$ cat src/rtl/core/pcx_rle_plane_decoder_top_assert.svh
// assertion macros for the pcx run-length plane decoder
// used by modules clocked on i_clk with synchronous active-low i_rst_n
`ifndef PCX_RLE_PLANE_DECODER_TOP_ASSERT_SVH
`define PCX_RLE_PLANE_DECODER_TOP_ASSERT_SVH

// same-cycle implication
`define PCX_ASSERT_IMP(lbl, ante, cons) \
    lbl: assert property (@(posedge i_clk) disable iff (!i_rst_n) (ante) |-> (cons)) \
        else $error("pcx assertion failed");

// next-cycle implication
`define PCX_ASSERT_NXT(lbl, ante, cons) \
    lbl: assert property (@(posedge i_clk) disable iff (!i_rst_n) (ante) |=> (cons)) \
        else $error("pcx assertion failed");

`endif

$ cat src/rtl/core/pcx_pkg.sv
// shared types and constants of the pcx run-length plane decoder
// no dependencies
`timescale 1ns / 1ps

package pcx_pkg;

    localparam logic [7:0] RUN_MARK   = 8'hC0;
    localparam logic [7:0] COUNT_MASK = 8'h3F;

    localparam logic [1:0] CFG_BYTES_PER_LINE = 2'd0;
    localparam logic [1:0] CFG_IMAGE_WIDTH    = 2'd1;
    localparam logic [1:0] CFG_IMAGE_HEIGHT   = 2'd2;
    localparam logic [1:0] CFG_PLANE_COUNT    = 2'd3;

    localparam logic [15:0] RST_BYTES_PER_LINE = 16'd2;
    localparam logic [15:0] RST_IMAGE_WIDTH    = 16'd1;
    localparam logic [15:0] RST_IMAGE_HEIGHT   = 16'd1;
    localparam logic [2:0]  RST_PLANE_COUNT    = 3'd1;

    localparam int CMD_DEPTH_DEF = 2;

    typedef struct packed {
        logic [15:0] bytes_per_line;
        logic [15:0] image_width;
        logic [15:0] image_height;
        logic [2:0]  plane_count;
    } t_cfg;

    // one decoded run: a literal is a run of one
    typedef struct packed {
        logic [7:0] value;
        logic [5:0] count;
    } t_cmd;

endpackage

$ cat src/rtl/core/pcx_rle_plane_decoder_top.sv
// top level of the pcx run-length plane decoder: config registers and wiring
// depends on pcx_pkg, pcx_front, pcx_cmd_fifo, pcx_back
//
//  channel  | direction | handshake              | payload
//  ---------+-----------+------------------------+-------------------------------------
//  input    | in        | i_in_valid / o_in_stall | i_code_byte
//  output   | out       | o_out_valid/ i_out_stall| pixel_value column plane line ends
//  config   | in        | i_cfg_valid/ o_cfg_ready| i_cfg_index i_cfg_data
//
// the front takes one code byte per cycle while the command queue has room
// a run of n copies occupies the back for up to n bytes, one placed byte per cycle
// while the output is not stalled (padding bytes too), ending early at the line end;
// a literal places one byte; the queue holds CMD_DEPTH commands
// a result waits in the output register; placing continues once it is taken
// reset is synchronous and clears all position state
`timescale 1ns / 1ps

module pcx_rle_plane_decoder_top
    import pcx_pkg::*;
#(
    parameter int CMD_DEPTH = CMD_DEPTH_DEF
) (
    input  logic        i_clk,
    input  logic        i_rst_n,
    input  logic        i_in_valid,
    output logic        o_in_stall,
    input  logic [7:0]  i_code_byte,
    output logic        o_out_valid,
    input  logic        i_out_stall,
    output logic [7:0]  o_pixel_value,
    output logic [15:0] o_column,
    output logic [1:0]  o_plane,
    output logic [15:0] o_line,
    output logic        o_run_end,
    output logic        o_frame_end,
    input  logic        i_cfg_valid,
    output logic        o_cfg_ready,
    input  logic [1:0]  i_cfg_index,
    input  logic [15:0] i_cfg_data
);

    t_cfg r_cfg;
    t_cmd push_cmd, head_cmd;
    logic push, pop, q_full, q_nonempty;

    assign o_cfg_ready = 1'b1;

    always_ff @(posedge i_clk) begin
        if (!i_rst_n) begin
            r_cfg.bytes_per_line <= RST_BYTES_PER_LINE;
            r_cfg.image_width    <= RST_IMAGE_WIDTH;
            r_cfg.image_height   <= RST_IMAGE_HEIGHT;
            r_cfg.plane_count    <= RST_PLANE_COUNT;
        end else if (i_cfg_valid) begin
            unique case (i_cfg_index)
                CFG_BYTES_PER_LINE: r_cfg.bytes_per_line <= i_cfg_data;
                CFG_IMAGE_WIDTH:    r_cfg.image_width    <= i_cfg_data;
                CFG_IMAGE_HEIGHT:   r_cfg.image_height   <= i_cfg_data;
                CFG_PLANE_COUNT:    r_cfg.plane_count    <= i_cfg_data[2:0];
                default: begin
                end
            endcase
        end
    end

    pcx_front u_front (
        .i_clk       (i_clk),
        .i_rst_n     (i_rst_n),
        .i_in_valid  (i_in_valid),
        .i_code_byte (i_code_byte),
        .i_q_full    (q_full),
        .o_in_stall  (o_in_stall),
        .o_push      (push),
        .o_cmd       (push_cmd)
    );

    pcx_cmd_fifo #(
        .DEPTH (CMD_DEPTH)
    ) u_fifo (
        .i_clk      (i_clk),
        .i_rst_n    (i_rst_n),
        .i_push     (push),
        .i_wdata    (push_cmd),
        .i_pop      (pop),
        .o_full     (q_full),
        .o_nonempty (q_nonempty),
        .o_rdata    (head_cmd)
    );

    pcx_back u_back (
        .i_clk         (i_clk),
        .i_rst_n       (i_rst_n),
        .i_cfg         (r_cfg),
        .i_cmd_valid   (q_nonempty),
        .i_cmd         (head_cmd),
        .o_pop         (pop),
        .o_out_valid   (o_out_valid),
        .i_out_stall   (i_out_stall),
        .o_pixel_value (o_pixel_value),
        .o_column      (o_column),
        .o_plane       (o_plane),
        .o_line        (o_line),
        .o_run_end     (o_run_end),
        .o_frame_end   (o_frame_end)
    );

endmodule

$ cat src/rtl/core/pcx_cmd_fifo.sv
// small register queue of run commands between front and back
// depends on pcx_pkg
`timescale 1ns / 1ps

module pcx_cmd_fifo
    import pcx_pkg::*;
#(
    parameter int DEPTH = CMD_DEPTH_DEF
) (
    input  logic i_clk,
    input  logic i_rst_n,
    input  logic i_push,
    input  t_cmd i_wdata,
    input  logic i_pop,
    output logic o_full,
    output logic o_nonempty,
    output t_cmd o_rdata
);

    localparam int PW = (DEPTH > 1) ? $clog2(DEPTH) : 1;
    localparam int CW = $clog2(DEPTH + 1);

    t_cmd          r_mem [DEPTH];
    logic [PW-1:0] r_wptr, n_wptr;
    logic [PW-1:0] r_rptr, n_rptr;
    logic [CW-1:0] r_count, n_count;
    logic          push_ok, pop_ok;

    assign o_full     = (r_count == CW'(DEPTH));
    assign o_nonempty = (r_count != '0);
    assign o_rdata    = r_mem[r_rptr];
    assign push_ok    = i_push && !o_full;
    assign pop_ok     = i_pop && o_nonempty;

    always_comb begin
        n_wptr  = r_wptr;
        n_rptr  = r_rptr;
        n_count = r_count;
        if (push_ok) begin
            n_wptr = (r_wptr == PW'(DEPTH - 1)) ? '0 : r_wptr + PW'(1);
        end
        if (pop_ok) begin
            n_rptr = (r_rptr == PW'(DEPTH - 1)) ? '0 : r_rptr + PW'(1);
        end
        if (push_ok && !pop_ok) begin
            n_count = r_count + CW'(1);
        end else if (pop_ok && !push_ok) begin
            n_count = r_count - CW'(1);
        end
    end

    always_ff @(posedge i_clk) begin
        if (!i_rst_n) begin
            r_wptr  <= '0;
            r_rptr  <= '0;
            r_count <= '0;
        end else begin
            r_wptr  <= n_wptr;
            r_rptr  <= n_rptr;
            r_count <= n_count;
        end
    end

    always_ff @(posedge i_clk) begin
        if (push_ok) begin
            r_mem[r_wptr] <= i_wdata;
        end
    end

endmodule

$ cat src/rtl/core/pcx_front.sv
// front end: takes code bytes, splits headers from values and literals
// depends on pcx_pkg; feeds pcx_cmd_fifo
`timescale 1ns / 1ps

module pcx_front
    import pcx_pkg::*;
(
    input  logic       i_clk,
    input  logic       i_rst_n,
    input  logic       i_in_valid,
    input  logic [7:0] i_code_byte,
    input  logic       i_q_full,
    output logic       o_in_stall,
    output logic       o_push,
    output t_cmd       o_cmd
);

    logic       r_await, n_await;
    logic [5:0] r_run_len, n_run_len;
    logic       accept;
    logic       is_header;

    assign o_in_stall = i_q_full;
    assign accept     = i_in_valid && !i_q_full;
    assign is_header  = (i_code_byte & RUN_MARK) == RUN_MARK;

    always_comb begin
        n_await     = r_await;
        n_run_len   = r_run_len;
        o_push      = 1'b0;
        o_cmd.value = i_code_byte;
        o_cmd.count = 6'd1;
        if (accept) begin
            if (r_await) begin
                n_await     = 1'b0;
                n_run_len   = '0;
                o_cmd.count = r_run_len;
                // a zero count swallows the value byte
                o_push      = (r_run_len != '0);
            end else if (is_header) begin
                n_await   = 1'b1;
                n_run_len = 6'(i_code_byte & COUNT_MASK);
            end else begin
                o_push = 1'b1;
            end
        end
    end

    always_ff @(posedge i_clk) begin
        if (!i_rst_n) begin
            r_await   <= 1'b0;
            r_run_len <= '0;
        end else begin
            r_await   <= n_await;
            r_run_len <= n_run_len;
        end
    end

endmodule

$ cat src/rtl/core/pcx_back.sv
// back end: expands run commands into placed bytes and tracks positions
// depends on pcx_pkg and the assertion macro header
`timescale 1ns / 1ps
`include "pcx_rle_plane_decoder_top_assert.svh"

module pcx_back
    import pcx_pkg::*;
(
    input  logic        i_clk,
    input  logic        i_rst_n,
    input  t_cfg        i_cfg,
    input  logic        i_cmd_valid,
    input  t_cmd        i_cmd,
    output logic        o_pop,
    output logic        o_out_valid,
    input  logic        i_out_stall,
    output logic [7:0]  o_pixel_value,
    output logic [15:0] o_column,
    output logic [1:0]  o_plane,
    output logic [15:0] o_line,
    output logic        o_run_end,
    output logic        o_frame_end
);

    logic [15:0] r_bp, r_row;
    logic [1:0]  r_plane;
    logic        r_complete;
    logic [5:0]  r_done;
    logic        r_ov;
    logic [7:0]  r_pix;
    logic [15:0] r_col, r_line;
    logic [1:0]  r_opl;
    logic        r_rend, r_fend;

    logic [15:0] bpl_e, w_e, h_e, lastcol;
    logic [2:0]  np_e;
    logic [16:0] bp1, row1;
    logic [2:0]  pl1;
    logic [5:0]  done1;
    logic        line_wrap, plane_wrap, row_wrap;
    logic        emit, advance, drop, cnt_last, cmd_last, out_free;

    assign bpl_e = (i_cfg.bytes_per_line == '0) ? 16'd1 : i_cfg.bytes_per_line;
    assign w_e   = (i_cfg.image_width == '0) ? 16'd1 : i_cfg.image_width;
    assign h_e   = (i_cfg.image_height == '0) ? 16'd1 : i_cfg.image_height;
    assign np_e  = (i_cfg.plane_count == '0) ? 3'd1 :
                   (i_cfg.plane_count > 3'd4) ? 3'd4 : i_cfg.plane_count;
    assign lastcol = ((w_e < bpl_e) ? w_e : bpl_e) - 16'd1;

    assign bp1   = {1'b0, r_bp} + 17'd1;
    assign pl1   = {1'b0, r_plane} + 3'd1;
    assign row1  = {1'b0, r_row} + 17'd1;
    assign done1 = r_done + 6'd1;

    // a 16-bit position that rolls over also ends the line
    assign line_wrap  = bp1 >= {1'b0, bpl_e};
    assign plane_wrap = pl1 >= np_e;
    assign row_wrap   = row1 >= {1'b0, h_e};

    assign emit     = r_bp < w_e;
    assign out_free = !r_ov || !i_out_stall;
    assign drop     = i_cmd_valid && r_complete;
    assign advance  = i_cmd_valid && !r_complete && out_free;
    assign cnt_last = (done1 == i_cmd.count);
    assign cmd_last = cnt_last || line_wrap;
    assign o_pop    = drop || (advance && cmd_last);

    always_ff @(posedge i_clk) begin
        if (!i_rst_n) begin
            r_bp       <= '0;
            r_plane    <= '0;
            r_row      <= '0;
            r_complete <= 1'b0;
            r_done     <= '0;
            r_ov       <= 1'b0;
        end else begin
            if (advance && emit) begin
                r_ov <= 1'b1;
            end else if (!i_out_stall) begin
                r_ov <= 1'b0;
            end
            if (drop) begin
                r_done <= '0;
            end else if (advance) begin
                r_done <= cmd_last ? 6'd0 : done1;
                if (line_wrap) begin
                    r_bp <= '0;
                    if (plane_wrap) begin
                        r_plane <= '0;
                        if (row_wrap) begin
                            r_row      <= '0;
                            r_complete <= 1'b1;
                        end else begin
                            r_row <= row1[15:0];
                        end
                    end else begin
                        r_plane <= pl1[1:0];
                    end
                end else begin
                    r_bp <= bp1[15:0];
                end
            end
        end
    end

    always_ff @(posedge i_clk) begin
        if (advance && emit) begin
            r_pix  <= i_cmd.value;
            r_col  <= r_bp;
            r_opl  <= r_plane;
            r_line <= r_row;
            // later bytes of this run stay in this line; past the width none show
            r_rend <= cnt_last || (bp1 >= {1'b0, w_e}) || line_wrap;
            r_fend <= (r_bp == lastcol) && plane_wrap && row_wrap;
        end
    end

    assign o_out_valid   = r_ov;
    assign o_pixel_value = r_pix;
    assign o_column      = r_col;
    assign o_plane       = r_opl;
    assign o_line        = r_line;
    assign o_run_end     = r_rend;
    assign o_frame_end   = r_fend;

    `PCX_ASSERT_NXT(a_last_line_completes, advance && line_wrap && plane_wrap && row_wrap, r_complete)
    `PCX_ASSERT_NXT(a_silent_after_complete, r_complete && !r_ov, !r_ov)
    `PCX_ASSERT_IMP(a_done_below_count, i_cmd_valid && !r_complete, r_done < i_cmd.count)

endmodule
$ cat config.mk
export PLATFORM = sky130hd
export DESIGN_NAME = pcx_rle_plane_decoder_top
export DESIGN_NICKNAME = d
export VERILOG_FILES = /design/src/rtl/core/pcx_pkg.sv /design/src/rtl/core/pcx_rle_plane_decoder_top.sv /design/src/rtl/core/pcx_cmd_fifo.sv /design/src/rtl/core/pcx_front.sv /design/src/rtl/core/pcx_back.sv
export VERILOG_INCLUDE_DIRS = /design/src /design/src/rtl/core
export SDC_FILE = /design/constraint.sdc
export NUM_CORES = 1
export LEC_CHECK = 0
export CAP_MARGIN = 20
export CORE_MARGIN = 3
export CORE_UTILIZATION = 60
export CTS_CLUSTER_SIZE = 8
export DETAILED_ROUTE_END_ITERATION = 6
export DONT_BUFFER_PORTS = 1
export PLACE_DENSITY_LB_ADDON = 0.12
export SYNTH_ARGS = -nofsm -noshare
export SYNTH_HDL_FRONTEND = slang
export SYNTH_SLANG_ARGS = --single-unit
$ cat constraint.sdc
create_clock -name i_clk -period 7.13 [get_ports i_clk]
set_input_delay 0.3565 -clock i_clk [delete_from_list [all_inputs] [get_ports i_clk]]
set_output_delay 0.3565 -clock i_clk [all_outputs]
set_load 0.02 [all_outputs]
==> results.toml <==
[outcome]
status = "complete, no violations"

[clock_network]
clk_latency_ns = 0.43
clockRootBuffer = "clkbuf_16"
cts_tree = "built"
h-tree-depth = 4
cts_made_buffers = 17
path_clk_slew_ns = 0.07
cts_buffer_depth = 2
post_cts_buffers = 0
ctsResizeCount = 0
clock-sinks = 177

[die]
die-area_mm2 = 0.0185
coreArea_mm2 = 0.0162
initial_core_util_pct = 62.4
rows = 46
dieWidth_um = 136
die_h_um = 136
ioPinCount = 78

[setup_path]
ff2ff_path_depth = 15
crit_type = "register to register"
crit_path_frequent_cell = "nand3_1"
cp.arrival_ns = 5.21
worstSetupEndpointType = "register"
worst_path_max_delay_cell = "nor3_1"
path_cells = "and3_1 -> and3_1 -> nand3_1 -> nor3_1 -> nand3_1 -> xnor2_1 -> ha_1 -> nand3_1 -> a211oi_1 -> a211oi_1 -> o21ai_1 -> buf_4 -> nand2_1 -> nor3_1 -> mux2_2"
cp.required_ns = 7.50
cp_num_buf_inv = 1
r2r-end = "u_back.r_row[0]$_SDFFE_PN0P_"
max_stage_delay_ns = 0.91
r2r_start = "u_back.r_bp[0]$_SDFFE_PN0P_"
reg2reg_slack_ns = 2.29
cp_max_fo = 22
cp_top_family = "simple AND/OR/NAND/NOR gates"
cp-start-kind = "register"

[global_route]
grt_pass1_vias = 7274
gr-usage-all-layers_pct = 26.1
grt_pass1_wl_um = 38100
antenna_found_initial = 0
grt_max_degree = 81
overflow = 0

[place]
port_buffers = 0
dp_hpwl_um = 16900
gp_congestion = 0.904

[yosys]
synth_most_common_cell = "nand2_1"
synth_area_leaders = "edfxtp_1 (21%), dfxtp_1 (21%), ha_1 (11%), nand2_1 (6.1%), a21oi_1 (4.1%)"
synth-edff-count = 72
synthTopCellsByCount = "nand2_1 (166), dfxtp_1 (105), ha_1 (88)"
ys_types = 67
synth_nets = 1223
yosysWarnings = 0
synthCells = 1104
synth_area_mm2 = 0.0101
syn_avg_cell_area_um2 = 9.18
synth-async-reset-ratio_pct = 0
ys_ff_latch = 177
synth_area_leader_cell = "edfxtp_1"
ys.flop_type = "dfxtp_1"
synth-seq-area-share_pct = 42.1
synth_top_cell_area_share_pct = 21.3

[layout]
nets = 1191
drive_above_1_share_pct = 5.90
antennaDiodeCount = 0
area.growth.synth_to_final_pct = 7.47
fillerInstances = 1386

[sta]
setup_viol_count_final = 0
rsz0062_at_grt = "no"
setup_tns_ns = 0
hold_violations = 0
fin_crit_ns = 4.84
worstMarginPinSlew_ns = 1.06
final.setup_skew_ns = 0.0121
fin_crit_sh_pct = 67.8
max_freq_mhz = 207
relSlewSlack_pct = 28.8
holdWs_ns = 0.0214
drv_slew = 0

[detailed_routing]
dr.pass1.iters = 5
routedWlPerCell_um = 18.2
totalWireLength_um = 23700
ant_nets = 0
drtIter0Drc = 434
drc = 0
vias = 7816
viasPerCell = 6.01

[hold_path]
min_from = "i_rst_n"
hp-class = "primary input to register"
whs_path_depth = 1
holdPathEnd = "r_cfg[36]$_SDFFE_PN1P_"

[pwr]
powerDensity_mw_per_mm2 = 302
leakagePower_nw = 4.29
p_total_mw = 3.29
irDropWorstVdd_mv = 0.222

[run]
maxCapViolCount = 0
worst max path at each step:
| stage | from | endpoint | cells after the start |
|---|---|---|---|
| after floorplan | r_cfg[27]$_SDFFE_PN0P_ | u_back.o_column[0]$_DFFE_PP_ | 13 |
| after global placement | r_cfg[28]$_SDFFE_PN0P_ | u_back.o_line[14]$_DFFE_PP_ | 14 |
| after detailed placement | u_back.r_bp[0]$_SDFFE_PN0P_ | u_fifo.r_count[1]$_SDFFE_PN0P_ | 20 |
| after CTS | u_back.r_bp[0]$_SDFFE_PN0P_ | u_back.r_row[5]$_SDFFE_PN0P_ | 15 |
| after global routing | u_back.r_row[0]$_SDFFE_PN0P_ | u_back.r_row[5]$_SDFFE_PN0P_ | 15 |
| final | u_back.r_bp[0]$_SDFFE_PN0P_ | u_back.r_row[0]$_SDFFE_PN0P_ | 15 |
layer usage:
| layer | global-route usage (%) | part of all wire (%) | up-vias |
|---|---|---|---|
| met5 | 0 | 0 | - |
| met2 | 43.6 | 49 | 218 |
| met4 | 7.95 | 1.7 | 0 |
| met1 | 33.8 | 44 | 3718 |
| li1 | - | - | 3847 |
| met3 | 6.03 | 5.4 | 33 |
what timing repair did:
action,CTS,global route
hold buffers,1,8
endpoints found under the setup margin,0,0
hold endpoints to repair,2,16
cell families (layout without fill, tap and decap cells):
| group | Yosys count | count (layout) | synth area share, % |
|---|---|---|---|
| AND/OR/NAND/NOR | 397 | 397 | 18.9 |
| XOR/XNOR | 67 | 67 | 5.79 |
| AO/OA/AOI/OAI | 211 | 211 | 13.3 |
| buffers and inverters | 124 | 105 | 4.86 |
| flip-flops | 177 | 177 | 42.1 |
| other | 1 | 1 | 0.0370 |
| multiplexers | 39 | 39 | 4.10 |
| adder cells (fa/ha/maj) | 88 | 88 | 10.9 |
per-stage QoR:
stage | cell area, um^2 | util (%) | instances | setup slack (ns)
global placement | 10200 | 62.8 | 1259 | 2.52
CTS | 10800 | 66.6 | 1292 | 2.34
global route | 10900 | 67.1 | 1301 | 1.87
finish | 10900 | 67.1 | 1301 | 2.29
floorplan | 10100 | - | 1104 | 0.701
detailed placement | 10200 | 62.8 | 1259 | 2.44
layout by cell type, fill, tap and decap left out, types with 4 or more instances in the layout:
master / netlist / final
nand2_1: 166 / 166
mux2_2: 9 / 9
a21oi_1: 84 / 84
a221o_1: 5 / 5
clkbuf_16: 0 / 17
nand3_1: 32 / 32
inv_1: 56 / 56
a22oi_1: 8 / 8
and2_1: 8 / 8
a21o_1: 18 / 18
and3_1: 21 / 21
nand3b_1: 9 / 9
o21ai_0: 34 / 33
edfxtp_1: 72 / 72
xor2_1: 20 / 20
o21a_1: 9 / 9
nand2b_1: 6 / 6
a2bb2oi_1: 4 / 4
a22o_1: 4 / 4
mux2i_1: 28 / 28
xnor2_1: 47 / 47
nor4_1: 12 / 12
inv_8: 0 / 5
dlygate4sd3_1: 0 / 9
or3_1: 8 / 8
buf_4: 2 / 6
nor2b_1: 10 / 10
ha_1: 88 / 88
a211oi_1: 8 / 8
nor2_1: 67 / 67
or4_1: 5 / 5
o21ai_1: 5 / 6
nor3b_1: 5 / 4
nor3_1: 16 / 16
dfxtp_1: 105 / 105
nand4_1: 18 / 18
o211ai_1: 7 / 7
cell type report:
cell class	count	area (um^2)	share of cell area, %
clock inverters	15	175	1.61
repair buffers	16	146	1.34
multi-input cells	803	5400	49.6
inverters	57	214	1.96
flip-flops and latches	177	4260	39.1
clock buffers	17	425	3.91
well taps	216	270	2.48
flip-flops by register name, indices dropped and copies added, names as in the netlist, 6 cells and up, named ones only:
register / cells
r_cfg: 51
u_fifo.r_mem: 28
u_back.o_column: 16
u_back.o_line: 16
u_back.r_bp: 16
u_back.r_row: 16
u_back.o_pixel_value: 8
u_back.r_done: 6
u_front.r_run_len: 6
where the power goes:
part | internal (mW) | total [mW] | switching, mW
clock | 0.529 | 0.956 | 0.427
sequential | 1.31 | 1.57 | 0.266
combinational | 0.274 | 0.758 | 0.484
total | 2.11 | 3.29 | 1.18
(Power assumes the default switching activity.)
